`config.mk`:
```
export PLATFORM = sky130hd
export DESIGN_NAME = lrc_cell
export DESIGN_NICKNAME = d
export VERILOG_FILES = /design/src/hw/rtl/lrc_pkg.sv /design/src/hw/rtl/lrc_cell.sv
export SDC_FILE = /design/constraint.sdc
export NUM_CORES = 1
export LEC_CHECK = 0
export ABC_CLOCK_PERIOD_IN_PS = 12700
export BUFFER_PORTS_ARGS = -buffer_cell sky130_fd_sc_hd__clkbuf_2
export CAP_MARGIN = 0
export CORE_AREA = 2 2 263 265
export DETAILED_ROUTE_END_ITERATION = 8
export DIE_AREA = 0 0 265 267
export GPL_TIMING_DRIVEN = 0
export PLACE_DENSITY_LB_ADDON = 0.08
export SLEW_MARGIN = 15
export SYNTH_ARGS = -nofsm -noshare
export SYNTH_HDL_FRONTEND = slang
export SYNTH_SLANG_ARGS = --single-unit
```
`constraint.sdc`:
```
create_clock -name clk -period 12.7 [get_ports clk]
set_input_delay 1.27 -clock clk [delete_from_list [all_inputs] [get_ports clk]]
set_output_delay 1.27 -clock clk [all_outputs]
set_load 0.02 [all_outputs]
```
`src/hw/rtl/lrc_pkg.sv`:
```
// ============================================================================
// LRU/TTL result cache package
// Shared types, reset values and codes for the result cache and its cells.
// ============================================================================
package lrc_pkg;

  localparam int DEF_SLOTS       = 16;
  localparam int DEF_HANDLE_BITS = 16;

  localparam int TAG_W   = 64;
  localparam int STAMP_W = 64;
  localparam int TIME_W  = 32;
  localparam int COUNT_W = 16;
  localparam int REC_W   = 64;
  localparam int HOUT_W  = 16;
  localparam int SLOT_W  = 4;
  localparam int CFG_W   = 32;
  localparam int CFG_IDX_W = 1;

  localparam logic [TIME_W-1:0]  TTL_RESET         = 32'd5000;
  localparam logic [COUNT_W-1:0] MAX_ENTRIES_RESET = 16'd10000;

  localparam logic [CFG_IDX_W-1:0] CFG_TTL_MS      = 1'b0;
  localparam logic [CFG_IDX_W-1:0] CFG_MAX_ENTRIES = 1'b1;

  localparam logic OP_GET = 1'b0;
  localparam logic OP_PUT = 1'b1;

  typedef enum logic [1:0] {
    ST_IDLE,
    ST_SCAN,
    ST_FINISH
  } state_t;

  // Token that walks the cell row, one cell per cycle.
  typedef struct packed {
    logic valid;
    logic match;
    logic free_found;
    logic lru_set;
  } scan_flags_t;

  // Contents of the first matching slot, picked up on the way.
  typedef struct packed {
    logic [STAMP_W-1:0] stamp;
    logic [TIME_W-1:0]  stored_time;
    logic [COUNT_W-1:0] count;
  } match_data_t;

  // Update broadcast to all cells at the end of an item.
  typedef struct packed {
    logic store;
    logic clear;
    logic touch;
  } wr_cmd_t;

endpackage

```
`src/hw/rtl/lrc_cell.sv`:
```
// ============================================================================
// LRU/TTL result cache slot cell
// Holds one slot and folds it into the search token passed along the row.
// ============================================================================
module lrc_cell import lrc_pkg::*; #(
  parameter int SLOTS       = DEF_SLOTS,
  parameter int HANDLE_BITS = DEF_HANDLE_BITS,
  parameter int CELL_IDX    = 0
) (
  input  logic                     clk,
  input  logic                     rst_n,
  // broadcast query
  input  logic [TAG_W-1:0]         q_tag,
  input  logic [STAMP_W-1:0]       q_stamp,
  input  logic [TIME_W-1:0]        q_time,
  input  logic [HANDLE_BITS-1:0]   q_handle,
  input  logic [COUNT_W-1:0]       q_count,
  // broadcast update
  input  wr_cmd_t                  wr,
  input  logic [$clog2(SLOTS)-1:0] wr_idx,
  input  logic [REC_W-1:0]         wr_rec,
  // token from left neighbor
  input  scan_flags_t              sin_flags,
  input  logic [$clog2(SLOTS)-1:0] sin_match_idx,
  input  logic [$clog2(SLOTS)-1:0] sin_free_idx,
  input  logic [$clog2(SLOTS)-1:0] sin_lru_idx,
  input  logic [REC_W-1:0]         sin_lru_rec,
  input  match_data_t              sin_data,
  input  logic [HANDLE_BITS-1:0]   sin_handle,
  // token to right neighbor
  output scan_flags_t              sout_flags,
  output logic [$clog2(SLOTS)-1:0] sout_match_idx,
  output logic [$clog2(SLOTS)-1:0] sout_free_idx,
  output logic [$clog2(SLOTS)-1:0] sout_lru_idx,
  output logic [REC_W-1:0]         sout_lru_rec,
  output match_data_t              sout_data,
  output logic [HANDLE_BITS-1:0]   sout_handle
);

  localparam int IDX_W = $clog2(SLOTS);
  localparam logic [IDX_W-1:0] ME = IDX_W'(CELL_IDX);

  logic                   valid_r;
  logic [TAG_W-1:0]       tag_r;
  logic [STAMP_W-1:0]     stamp_r;
  logic [TIME_W-1:0]      time_r;
  logic [HANDLE_BITS-1:0] handle_r;
  logic [COUNT_W-1:0]     count_r;
  logic [REC_W-1:0]       rec_r;

  scan_flags_t            flags_r,     flags_nxt;
  logic [IDX_W-1:0]       match_idx_r, match_idx_nxt;
  logic [IDX_W-1:0]       free_idx_r,  free_idx_nxt;
  logic [IDX_W-1:0]       lru_idx_r,   lru_idx_nxt;
  logic [REC_W-1:0]       lru_rec_r,   lru_rec_nxt;
  match_data_t            data_r,      data_nxt;
  logic [HANDLE_BITS-1:0] handle_o_r,  handle_o_nxt;

  logic hit_here;
  logic take_match;
  logic take_lru;
  logic sel;

  assign hit_here   = valid_r && (tag_r == q_tag);
  assign take_match = hit_here && !sin_flags.match;
  assign take_lru   = !sin_flags.lru_set || (rec_r < sin_lru_rec);
  assign sel        = (wr_idx == ME);

  always_comb begin
    flags_nxt            = sin_flags;
    flags_nxt.match      = sin_flags.match | hit_here;
    flags_nxt.free_found = sin_flags.free_found | !valid_r;
    flags_nxt.lru_set    = 1'b1;
    match_idx_nxt        = take_match ? ME : sin_match_idx;
    data_nxt             = sin_data;
    handle_o_nxt         = sin_handle;
    if (take_match) begin
      data_nxt.stamp       = stamp_r;
      data_nxt.stored_time = time_r;
      data_nxt.count       = count_r;
      handle_o_nxt         = handle_r;
    end
    // later free slots override: highest free index wins
    free_idx_nxt = !valid_r ? ME : sin_free_idx;
    lru_idx_nxt  = take_lru ? ME : sin_lru_idx;
    lru_rec_nxt  = take_lru ? rec_r : sin_lru_rec;
  end

  // token stage: hand to neighbor every cycle
  always_ff @(posedge clk) begin
    if (!rst_n) begin
      flags_r <= '0;
    end else begin
      flags_r <= flags_nxt;
    end
    match_idx_r <= match_idx_nxt;
    free_idx_r  <= free_idx_nxt;
    lru_idx_r   <= lru_idx_nxt;
    lru_rec_r   <= lru_rec_nxt;
    data_r      <= data_nxt;
    handle_o_r  <= handle_o_nxt;
  end

  // slot contents
  always_ff @(posedge clk) begin
    if (!rst_n) begin
      valid_r <= 1'b0;
    end else if (sel && wr.store) begin
      valid_r <= 1'b1;
    end else if (sel && wr.clear) begin
      valid_r <= 1'b0;
    end
    if (sel && wr.store) begin
      tag_r    <= q_tag;
      stamp_r  <= q_stamp;
      time_r   <= q_time;
      handle_r <= q_handle;
      count_r  <= q_count;
    end
    if (sel && (wr.store || wr.touch)) begin
      rec_r <= wr_rec;
    end
  end

  assign sout_flags     = flags_r;
  assign sout_match_idx = match_idx_r;
  assign sout_free_idx  = free_idx_r;
  assign sout_lru_idx   = lru_idx_r;
  assign sout_lru_rec   = lru_rec_r;
  assign sout_data      = data_r;
  assign sout_handle    = handle_o_r;

endmodule

```
* Word level (Yosys, flattened, before mapping)
Index checks and enable logic that the tools add are counted.
** Word-level totals
- Output and inout port bits :: 208
- Register bits after elaboration :: 465
- Bits of input ports :: 473
- Logic and storage cells :: 41
** Operators by class
- Magnitude comparators :: 1
- Mux-type cells :: 6
- Reduce and logical (&&, ||, !) cells :: 12
- Equal/unequal tests :: 1
- Bitwise logic cells :: 2
** Operators with widths (count)
- $mux 112 :: 1
- $eq 64x64->1 :: 1
- $lt 64x64->1 :: 1
- $mux 64 :: 1
- $mux 16 :: 1
- $logic_and 1x1->1 :: 5
- $logic_not 4->1 :: 1
- $logic_not 1->1 :: 3
- $mux 1 :: 3
- $logic_or 1x1->1 :: 2
- $or 1x1->1 :: 2
- $reduce_bool 2->1 :: 1

* Longest topological paths before layout
Gate-level depths: netlist of run 1.
- Depth in word-level cells :: 4
- Mapped depth :: 10
- Depth with buffers taken out :: 8

* Worst setup path after synthesis of run 1
Ideal clock, no wire load.
- Path type :: in2reg
- Start point :: input port wr_idx[1]
- End point :: register count_r[0], enable pin
- Slack :: 6.051 ns
- Data required time :: 12.124 ns
- Setup time :: 0.576 ns
- Buffers on the path :: 0
- Arrival :: 6.074 ns
- Stages on the path :: 2
- Cells stage by stage :: nor4_1 > and2_1
** On the way
- Word-level cells in the longest chain between the ends :: 2
** Ends and longest elaborated chain
- from (decl) :: line lrc_cell.sv:20 : input logic [$clog2(SLOTS)-1:0] wr_idx,
- $logic_not 4->1 :: line lrc_cell.sv:67 : assign sel = (wr_idx == ME);
- $logic_and 1x1->1 :: line lrc_cell.sv:113 : if (sel && wr.store) begin
- to (signal assigned) :: line lrc_cell.sv:118 : count_r <= q_count;
- to (decl) :: line lrc_cell.sv:48 : logic [COUNT_W-1:0] count_r;
No other way between the ends.
A chain may end at the register's enable or synchronous reset.

* Worst setup path after layout of run 1
- Start point :: input port sin_lru_rec[37]
- End point :: register lru_rec_r[4], in the netlist sout_lru_rec[4]
** On the way
- Word-level cells in the longest chain between the ends :: 3
** Ends and longest elaborated chain
- from (decl) :: line lrc_cell.sv:27 : input logic [REC_W-1:0] sin_lru_rec,
- $lt 64x64->1 :: line lrc_cell.sv:66 : assign take_lru = !sin_flags.lru_set || (rec_r < sin_lru_rec);
- $logic_or 1x1->1 :: line lrc_cell.sv:66
- $mux 64 :: line lrc_cell.sv:86 : lru_rec_nxt = take_lru ? rec_r : sin_lru_rec;
- named net lru_rec_nxt[4] :: line lrc_cell.sv:55 : logic [REC_W-1:0] lru_rec_r, lru_rec_nxt;
- to (signal assigned) :: line lrc_cell.sv:99 : lru_rec_r <= lru_rec_nxt;
- to (decl) :: line lrc_cell.sv:55
The timed path passes the listed nets, and every way through them passes these cells.

==> results of run 1 <==
-- registers in the layout, indices dropped and copies added, names as in the netlist, 16 cells and up --
register	count
rec_r	64
tag_r	64
handle_r	16
time_r	32
stamp_r	64
count_r	16
sout_data	112
sout_lru_rec	64
sout_handle	16
-- cells in the mapped netlist, types with 3 or more instances --
master / n
a2111o_1: 3
mux2_2: 52
mux2_1: 76
dfxtp_1: 209
nor2_1: 5
o21a_1: 9
and2_1: 6
nand4_1: 25
a221oi_1: 3
ha_1: 63
xnor2_1: 46
nor3_1: 7
buf_2: 11
clkbuf_1: 40
xor2_1: 4
nor2b_1: 10
edfxtp_1: 256
buf_1: 8
nand2b_1: 11
a21oi_1: 27
inv_1: 80
nor4_1: 9
o2111ai_1: 3
o211ai_1: 129
nand2_1: 18
o21ai_0: 74
a21o_1: 4
nand3_1: 73
buf_6: 7
-- worst paths after layout --
kind | to | slack (ns) | cells past startpoint
max | sout_lru_rec[4] | 8.55 | 10
min | sout_data[83] | 0.45 | 1
max reg2reg | sout_lru_rec[4] | 8.95 | 8
min reg2reg | sout_data[83] | 0.45 | 1
-- per-stage QoR --
stage	cells	hold slack [ns]	utilization (%)
after floorplan	1283	0.432	-
after global placement	2845	0.433	32.8
after detailed placement	2851	0.442	33.1
after CTS	2951	0.450	35.6
after global routing	2958	0.470	35.7
final	2959	0.453	35.7
-- metal layers --
metal | wire (um) | GRT usage, %
met1 | 25400 | 20.8
met3 | 5620 | 6.38
met2 | 33100 | 30.9
met5 | 144 | 0
met4 | 1460 | 5.63
-- power by group --
group	switching (mW)	internal, mW	total (mW)	leakage, nW
clock network	0.652	0.886	1.54	0.859
registers	0.0177	1.65	1.66	4.07
logic	0.172	0.130	0.302	5.26
total	0.842	2.66	3.50	10.2
-- cells by family (layout without fill, tap and decap cells) --
logic type	Yosys count	after routing
XOR/XNOR	50	50
AO/OA/AOI/OAI	263	263
multiplexers	128	128
AND/OR/NAND/NOR	166	166
flip-flops	465	465
adder cells (fa/ha/maj)	63	63
buffers and inverters	148	934
other	0	8
-- area by class of cell --
class	instances	area, sq um
clock inverters	23	204
fillers	6862	43700
well taps	882	1100
inverters	80	300
plain buffers	68	329
clock buffers	77	1540
flip-flops and latches	465	11900
diodes	8	20.0
repair buffers	686	3550
multi-input cells	670	5320
==> key figures, run 1 <==
Status
  • Status: finished, final reports clean

Synthesis
  • Synthesized area per cell: 13.9 sq um
  • Yosys top cell by area: edfxtp_1
  • Multiplexer share of the synthesized area: 8.10%
  • Register bit total from synthesis: 465
  • Post-synth EDFFs: 256
  • Synth Area in XOR/XNOR: 2.46%
  • Yosys warning count: 0
  • Post-Synth Simple-Gate Area: 4.98%
  • Synth Area in Compound Gates: 9.81%
  • Synth Area in Adders: 4.43%
  • Cells after synthesis: 1,283
  • Top_reg_cell synth: edfxtp_1
  • Post-synthesis sequential area ratio: 66.7%
  • Largest family of logic cells by synthesized area: compound AO/OA/AOI/OAI gates
  • Yosys cell types: 40
  • Synth area leaders: edfxtp_1 (43%), dfxtp_1 (24%), o211ai_1 (5.4%)
  • Syn Std Cell Area: 17,800 sq um
  • Post-synthesis async set-or-reset flop share: 0%
  • Post-Syn Nets: 1,819
  • Top cell type's share of synthesized area: 43.2%

Final layout
  • Share of cells above drive strength 1: 40.6%
  • Final-stage net count: 2,562
  • Commonest non-fill, non-tap cell in the layout: clkbuf_2
  • Post-route cell area: 24,200 sq um
  • Layout area overhead: 36.2%
  • Most frequent cells in the layout: clkbuf_2 (680), edfxtp_1 (256), dfxtp_1 (209), o211ai_1 (129), inv_1 (80)

Pwr
  • Power Total: 3.50 mW
  • Pwr Density: 145 nW/um^2
  • Leak pwr: 10.2 nW
  • Peak VDD IR: 0.106 mV

STA
  • Final Hold Fails: 0
  • Final cycle utilization of the critical path: 32.7%
  • Final WS setup: 8.55 ns
  • Fmax: 241 MHz
  • Slew @ Worst Pin: 1.02 ns
  • RSZ-0062 raised after global routing: no
  • Max Slew Vio Count: 0
  • Relative slew slack: 31.6%
  • Final setup vio count: 0
  • Final TNS setup: 0 ns
  • Fin crit period: 4.15 ns
  • Clk_skew: 0.0156 ns

CTS
  • Clk root buf: clkbuf_16
  • H-tree depth: 2
  • CTS Hold Bufs: 0
  • Clock slew at reported path FFs: 0.06 ns
  • Clock tree from TritonCTS: built
  • Cts bufs inserted: 55
  • Sink Count: 465
  • Later-pin clock latency in the skew report: 0.61 ns
  • Resized Gates After CTS: 0
  • CTS Buffer Depth: 3
  • Total setup buffers inserted after CTS: 0

Global routing
  • Gr ovfl total: 0
  • Vias in the first global route: 13,650
  • Tot GR Track Use: 17.9%
  • First-pass GRT wire length: 92,900 um
  • Initial antenna violation count: 19
  • Largest net degree at the start of global routing: 49

Setup path
  • Crit path from: sin_lru_rec[37]
  • CP Launch Type: input pin
  • Delay-heaviest family, CP: simple AND/OR/NAND/NOR gates
  • Worst Setup Path Type: in2reg
  • CP Cell Sequence: clkbuf_2 > inv_1 > ha_1 > nand4_1 > nor4_1 > nand3_1 > a21oi_2 > clkbuf_1 > o21ai_0 > o211ai_1
  • Critical Path Max Stage Delay: 0.92 ns
  • Worst endpoint required time: 13.20 ns
  • WP data arrival: 4.65 ns
  • Reg-to-Reg Start: rec_r[37]
  • Critical-path maximum fanout: 10
  • Crit-path slowest cell: nor4_1
  • Critical Path End Type: flop
  • Worst path buffer plus inverter count: 3

Min path
  • Hold Startpoint: stamp_r[35]
  • Min-delay worst type: reg2reg

Floorplan
  • Initial Util: 26.2%
  • Total core area: 68,000 sq um
  • Die X: 265 um
  • IO Pins: 681
  • Row Count: 96
  • Die area: 70,800 sq um
  • Die span in y: 267 um

Placed design
  • Port buffer count: 680
  • Gpl congestion: 0.802
  • Placed cell area: 22,500 sq um
  • Worst slack, placed: 8.07 ns
  • Detailed placement HPWL: 51,400 um

Flow run
  • Maxcap violations: 0

Drt
  • DRC Markers: 0
  • Drt via density: 4.52
  • Routed WL: 65,800 um
  • Via count: 13,362
  • Initial DRT Pass Iterations: 5
  • Final ANT Viol Nets: 0
  • Wire per inst: 22.2 um
  • DRT iter0 DRCs: 725
No activity file was read; power rests on OpenSTA's default activity.
==> inputs of run 2 (changes only) <==
- ABC_AREA: default -> 1
- ABC_CLOCK_PERIOD_IN_PS: 12700 -> 3300
- clock period: 12.7 -> 3.3 ns (I/O delays scaled with it)
==> run 2 against run 1 <==
Final cell count increased by 31%; total power increased to 4.0 times the previous value; first-iteration DRC count increased by 7.6%; utilization increased by 8.7 points; register-to-register slack got worse by 8.2 ns; flip-flop and latch count unchanged; largest cell class unchanged.
==> key figures, run 2 <==
Drt
  • DRC Markers: 0 (unchanged)
  • DRT iter0 DRCs: 780 (+7.6%)
  • Initial DRT Pass Iterations: 5 (unchanged)
  • Routed WL: 70,600 um (+7.3%)
  • Final ANT Viol Nets: 0 (unchanged)
  • Via count: 16,742 (+25%)
  • Drt via density: 4.30 (-4.7%)
  • Wire per inst: 18.2 um (-18%)

Pwr
  • Pwr Density: 469 nW/um^2 (+220%)
  • Leak pwr: 14.1 nW (+38%)
  • Power Total: 14.1 mW (+300%)
  • Peak VDD IR: 0.374 mV (+250%)

Floorplan
  • Die area: 70,800 sq um (unchanged)
  • Total core area: 68,000 sq um (unchanged)
  • Die span in y: 267 um (unchanged)
  • Row Count: 96 (unchanged)
  • IO Pins: 681 (unchanged)
  • Initial Util: 27.9% (+1.7 points)
  • Die X: 265 um (unchanged)

STA
  • RSZ-0062 raised after global routing: no
  • Clk_skew: 0.0142 ns (-0.00143 ns)
  • Final setup vio count: 0 (unchanged)
  • Final TNS setup: 0 ns (unchanged)
  • Fin crit period: 2.54 ns
  • Final cycle utilization of the critical path: 76.9%
  • Slew @ Worst Pin: 0.874 ns (-0.142 ns)
  • Max Slew Vio Count: 0 (unchanged)
  • Hold_ws: 0.143 ns (-0.309 ns)
  • Fmax: 394 MHz
  • Final Hold Fails: 0 (unchanged)
  • Relative slew slack: 41.7% (+10 points)

Synthesis
  • Top_reg_cell synth: edfxtp_1
  • Yosys top cell by area: edfxtp_1
  • Syn Std Cell Area: 18,900 sq um (+6.4%)
  • Register bit total from synthesis: 465 (unchanged)
  • Post-Syn Nets: 2,275 (+25%)
  • Top cell type's share of synthesized area: 40.6% (-2.6 points)
  • Cells after synthesis: 1,739 (+36%)
  • Synthesized area per cell: 10.9 sq um (-22%)
  • Synth area leaders: edfxtp_1 (41%), dfxtp_1 (22%), nand2_1 (8.6%)
  • Post-synth EDFFs: 256 (unchanged)
  • Post-synthesis sequential area ratio: 62.7% (-4.0 points)
  • Post-synthesis async set-or-reset flop share: 0% (unchanged)
  • Yosys cell types: 41 (+2.5%)
  • Yosys warning count: 0 (unchanged)
  • Most frequent cell after synthesis: nand2_1
  • Post-synth top cells: nand2_1 (434), edfxtp_1 (256), dfxtp_1 (209), inv_1 (151), nand4_1 (148)

Setup path
  • Critical-path maximum fanout: 10 (unchanged)
  • CP Launch Type: input pin
  • Crit-path slowest cell: dlygate4sd3_1
  • Cells on worst reg2reg path: 13 (+5)
  • Worst Setup Path Type: in2reg
  • Worst endpoint required time: 3.84 ns (-9.36 ns)
  • Critical Path Max Stage Delay: 0.52 ns (-0.40 ns)
  • Crit path depth: 16 (+6)
  • Critical Path End Type: flop
  • CP Cell Sequence: dlygate4sd3_1 > clkbuf_2 > inv_1 > ha_1 > nand2_1 > inv_1 > o21ai_0 > a21oi_1 > o21ai_0 > o21ai_1 > nor2_1 > nand2_1 > nand2_2 > clkbuf_1 > nand2_1 > nand2_1
  • Worst path buffer plus inverter count: 5 (+2)
  • Delay-heaviest family, CP: buffers and inverters
  • Most numerous cell on the critical path: nand2_1
  • WP data arrival: 3.08 ns (-1.57 ns)

Final layout
  • Layout area overhead: 59.2%
  • Final Core Density: 44.3% (+8.7 points)
  • Final-stage net count: 3,487 (+36%)
  • Most frequent cells in the layout: clkbuf_2 (680), dlygate4sd3_1 (464), nand2_1 (434), edfxtp_1 (256), dfxtp_1 (209)
  • Number of flip-flops under the largest register name: 112 (unchanged)
  • Commonest non-fill, non-tap cell in the layout: clkbuf_2
  • Post-Layout Cell Count: 3,889 (+31%)
  • Share of cells above drive strength 1: 32.7% (-7.9 points)

Placed design
  • Port buffer count: 680 (unchanged)
  • Gpl congestion: 0.820 (+2.2%)
  • Detailed placement HPWL: 54,500 um (+6.0%)
  • Cell count after placement: 3,312 (+16%)

CTS
  • Sink Count: 465 (unchanged)
  • Later-pin clock latency in the skew report: 0.61 ns (about the same)
  • Cts bufs inserted: 55 (unchanged)
  • Clk root buf: clkbuf_16
  • CTS Buffer Depth: 3 (unchanged)
  • H-tree depth: 2 (unchanged)
  • Clock slew at reported path FFs: 0.06 ns (about the same)
  • Clock tree from TritonCTS: built
  • Resized Gates After CTS: 0 (unchanged)

Flow run
  • Maxcap violations: 0 (unchanged)

Global routing
  • Met3 Track Usage GR: 3.98% (-2.4 points)
  • Largest net degree at the start of global routing: 27 (-45%)
  • Tot GR Track Use: 19.4% (+1.4 points)
  • GR peak layer: met2
  • Initial antenna violation count: 15 (-4)
  • First-pass GRT wire length: 103,000 um (+11%)
  • Gr ovfl total: 0 (unchanged)
  • Met1 GRT Util: 22.6% (+1.8 points)
  • Vias in the first global route: 17,303 (+27%)
  • M2 GR Usage: 35.1% (+4.2 points)

Status
  • Status: finished, final reports clean

Min path
  • Hold Path Stages: 5 (+4)
  • Min-delay worst type: in2reg
## run 2: timing repair
action                                 in CTS  in global routing
endpoints found under the hold margin     465                  0
hold buffers                              464                  0
setup buffers                               0                  0
## run 2: layer usage
layer / vias up / wire length (um)
li1: 8312 / -
met1: 7765 / 28100
met2: 518 / 36200
met3: 135 / 3850
met4: 12 / 2330
met5: - / 76
## run 2: per-stage QoR
stage	worst slack, ns	area (sq um)
after floorplan	-0.668	19000
after detailed placement	0.360	23700
after global routing	0.489	30100
after global placement	-3.31	23500
after CTS	0.766	30100
final	0.762	30100
## run 2: where the power goes
part           total, mW  internal, mW  switching, mW
registers           6.40          6.33         0.0700
logic               1.79         0.879          0.910
clock network       5.96          3.49           2.47
total               14.1          10.7           3.45
## run 2: path summary, 6_finish.rpt
check,from,end,slack [ns]
max,sin_lru_rec[49],sout_lru_rec[12],0.76
min,wr_idx[1],valid_r,0.14
max reg2reg,rec_r[49],sout_lru_rec[12],0.78
min reg2reg,rec_r[0],sout_lru_rec[0],0.47
## run 2: cell type report
class	instances	area, sq um
clock inverters	17	165
multi-input cells	1039	5630
clock buffers	86	1570
diodes	10	25.0
inverters	157	589
plain buffers	78	873
well taps	882	1100
repair buffers	1155	8310
flip-flops and latches	465	11900
fillers	6622	37800
## run 2: logic make-up after synthesis
kind of cell	after synthesis	synth area share, %
AND/OR/NAND/NOR	891	22.7
adder cells (fa/ha/maj)	63	4.16
flip-flops	465	62.7
AO/OA/AOI/OAI	65	1.80
XOR/XNOR	20	0.965
buffers and inverters	235	7.72
## run 2: worst reg2reg max path: stages (launching register included)
cell and delay, ns:
edfxtp_1 0.39, ha_1 0.30, nand2_1 0.07, inv_1 0.03, o21ai_0 0.16, a21oi_1 0.12
o21ai_0 0.23, o21ai_1 0.11, nor2_1 0.12, nand2_1 0.09, nand2_2 0.14, clkbuf_1 0.47
nand2_1 0.12, nand2_1 0.10
==> inputs of run 3 (changes only) <==
- ABC_CLOCK_PERIOD_IN_PS: 3300 -> 2200
- clock period: 3.3 -> 2.2 ns (I/O delays scaled with it)
==> run 3 against run 2 <==
The run now ends with negative setup slack left; global-route usage is essentially flat; routed wire length grew 1.5%; die area is the same; flip-flop and latch count is the same; first-iteration DRC count grew 6.8%.
==> key figures, run 3 (synthesis gave the netlist of run 2 again) <==
STA
  • Final cycle utilization of the critical path: 101%
  • Fin crit period: 2.21 ns
  • Final Hold Fails: 0 (unchanged)
  • Slew @ Worst Pin: 0.648 ns (-0.226 ns)
  • Final WS setup: -0.0140 ns (-0.776 ns)
  • Relative slew slack: 56.5% (+15 points)
  • Clk_skew: 0.0142 ns (+0.0000638 ns)
  • Final TNS setup: -0.0306 ns (-0.0306 ns)
  • RSZ-0062 raised after global routing: yes
  • Max Slew Vio Count: 0 (unchanged)
  • Fmax: 452 MHz
  • Final setup vio count: 6 (+6)

Floorplan
  • Die span in y: 267 um (unchanged)
  • Initial Util: 27.9% (unchanged)
  • IO Pins: 681 (unchanged)
  • Total core area: 68,000 sq um (unchanged)
  • Die X: 265 um (unchanged)
  • Row Count: 96 (unchanged)
  • Die area: 70,800 sq um (unchanged)

CTS
  • Clock tree from TritonCTS: built
  • Clk root buf: clkbuf_16
  • Sink Count: 465 (unchanged)
  • H-tree depth: 2 (unchanged)
  • Clock slew at reported path FFs: 0.06 ns (about the same)
  • CTS Buffer Depth: 3 (unchanged)
  • Later-pin clock latency in the skew report: 0.61 ns (about the same)
  • Cts bufs inserted: 55 (unchanged)

Setup path
  • CP Cell Sequence: ha_4 > nand2_2 > inv_2 > nand3_2 > nor3_4 > nand2_2 > nor2_1 > nand2_1 > nand2_1 > nor2_1 > nand2_2 > nand2_4 > buf_8 > clkbuf_16 > nand2_1 > nand2_1
  • Most numerous cell on the critical path: nand2_1
  • Worst Setup Path Type: reg2reg
  • CP Launch Type: flop
  • Critical Path Max Stage Delay: 0.44 ns (-0.08 ns)
  • Critical-path maximum fanout: 5 (-5)
  • Crit-path slowest cell: edfxtp_1
  • Worst endpoint required time: 2.69 ns (-1.15 ns)
  • Critical Path End Type: flop
  • WP data arrival: 2.70 ns (-0.38 ns)

Drt
  • DRT iter0 DRCs: 833 (+6.8%)
  • Routed WL: 71,600 um (+1.5%)
  • Via count: 16,917 (+1.0%)
  • Drt via density: 4.31 (+0.20%)
  • DRC Markers: 0 (unchanged)
  • Final ANT Viol Nets: 0 (unchanged)
  • Initial DRT Pass Iterations: 5 (unchanged)
  • Wire per inst: 18.3 um (+0.61%)

Pwr
  • Power Total: 21.3 mW (+50%)
  • Switch share: 24.4% (about the same)
  • Clock share of power: 41.9% (-0.2 points)
  • Leak pwr: 14.4 nW (+2.2%)
  • Peak VDD IR: 0.557 mV (+49%)
  • Logic gate share of total power: 13.0% (+0.4 points)
  • Flop pwr share: 45.1% (-0.2 points)
  • Net switching power: 5.19 mW (+51%)
  • Pwr Density: 689 nW/um^2 (+47%)
  • Internal power: 16.1 mW (+50%)

Placed design
  • Port buffer count: 680 (unchanged)
  • Detailed placement HPWL: 54,500 um (unchanged)
  • Gpl congestion: 0.820 (unchanged)
  • Cell count after placement: 3,312 (unchanged)
  • Placed cell area: 23,700 sq um (unchanged)

Final layout
  • Filler cells: 6,579 (-0.65%)
  • Multi-input gate area: 5850 sq um (+3.9%)
  • Layout area overhead: 63.2%
  • Number of flip-flops under the largest register name: 112 (unchanged)
  • Post-Layout Cell Count: 3,922 (+0.85%)
  • Share of cells above drive strength 1: 34.8% (+2.1 points)
  • Commonest non-fill, non-tap cell in the layout: clkbuf_2
  • Post-route cell area: 30,900 sq um (+2.5%)
  • Most frequent cells in the layout: clkbuf_2 (681), dlygate4sd3_1 (466), nand2_1 (412), edfxtp_1 (256), dfxtp_1 (209)
  • Final-stage net count: 3,520 (+0.95%)
  • Final Core Density: 45.5% (+1.1 points)
  • Sequential Area: 11,900 sq um (unchanged)

Flow run
  • Maxcap violations: 0 (unchanged)

Status
  • Status: finished with violations
  • Failing checks: negative setup slack

Global routing
  • Largest net degree at the start of global routing: 27 (unchanged)
  • First-pass GRT wire length: 104,000 um (+0.23%)
  • Initial antenna violation count: 15 (unchanged)
  • Tot GR Track Use: 19.4% (+0.036 points)
  • Vias in the first global route: 17,347 (+0.25%)
  • Gr ovfl total: 0 (unchanged)

Min path
  • Min-delay worst type: in2reg
run 3: changes by cell type in the layout (fill, tap and decap cells not counted), moves of 5 or more:
| cell | previous run | this run |
|---|---|---|
| buf_4 | 21 | 29 |
| nand2_2 | 105 | 117 |
| nand2_4 | 0 | 9 |
| nand2_1 | 434 | 412 |
| clkbuf_16 | 55 | 63 |
| buf_8 | 0 | 5 |
| buf_6 | 18 | 24 |
| buf_12 | 28 | 34 |
run 3: final timing paths:
| kind | endpoint | start | slack, ns | depth (start not counted) |
|---|---|---|---|---|
| max | sout_lru_rec[50] | rec_r[59] | -0.01 | 16 |
| min | tag_r[27] | wr[2] | 0.16 | 4 |
| max reg2reg | sout_lru_rec[50] | rec_r[59] | -0.01 | 16 |
| min reg2reg | sout_lru_rec[0] | rec_r[0] | 0.47 | 2 |
run 3: per-stage QoR:
stage	worst slack [ns]	hold WS (ns)
final	-0.0140	0.155
after global routing	-0.158	0.141
after CTS	0.00171	0.0844
after detailed placement	-0.630	0.381
after global placement	-4.30	0.378
after floorplan	-1.66	0.248
run 3: area by class of cell:
type                            count  area share, %
Sequential cell                   465           38.4
Inverter                          157           1.91
Antenna cell                       10         0.0810
Buffer                             77           3.07
Tap cell                          882           3.57
Timing Repair Buffer             1189           28.4
Clock inverter                     17          0.534
Multi-Input combinational cell   1039           18.9
Clock buffer                       86           5.09
run 3: worst max-delay path, delay by kind of cell, from the launching register on:
family / cells / cell delay [ns]
adder cells (fa/ha/maj): 1 / 0.30
buffers and inverters: 3 / 0.36
flip-flops: 1 / 0.44
AND/OR/NAND/NOR: 12 / 0.99
run 3: power by group through the flow:
| stage | Combinational [mW] | Sequential [mW] | Clock (mW) |
|---|---|---|---|
| 2_1_floorplan | 0.653 | 10.1 | 0 |
| 3_3_place_gp | 1.95 | 9.80 | 0 |
| 3_5_place_dp | 1.98 | 9.79 | 0 |
| 4_1_cts | 2.74 | 9.61 | 9.26 |
| 5_1_grt | 3.00 | 9.63 | 9.57 |
| 6_report | 2.76 | 9.61 | 8.92 |
run 3: timing repair:
item | 4_1_cts | 5_1_grt
endpoints found under the hold margin | 465 | 0
cloned | 0 | 8
hold buffers | 466 | 0
pin swaps | 5 | 24
setup endpoints to repair | 79 | 211
resized for setup | 28 | 62
setup buffers | 7 | 17
run 3: layer usage:
| metal | GRT usage [%] | up-vias | part of all wire (%) |
|---|---|---|---|
| met5 | 0 | - | 0.11 |
| met4 | 6.83 | 12 | 3.2 |
| met3 | 3.96 | 134 | 5.1 |
| met2 | 35.2 | 504 | 51 |
| met1 | 22.7 | 7887 | 40 |
| li1 | - | 8380 | - |
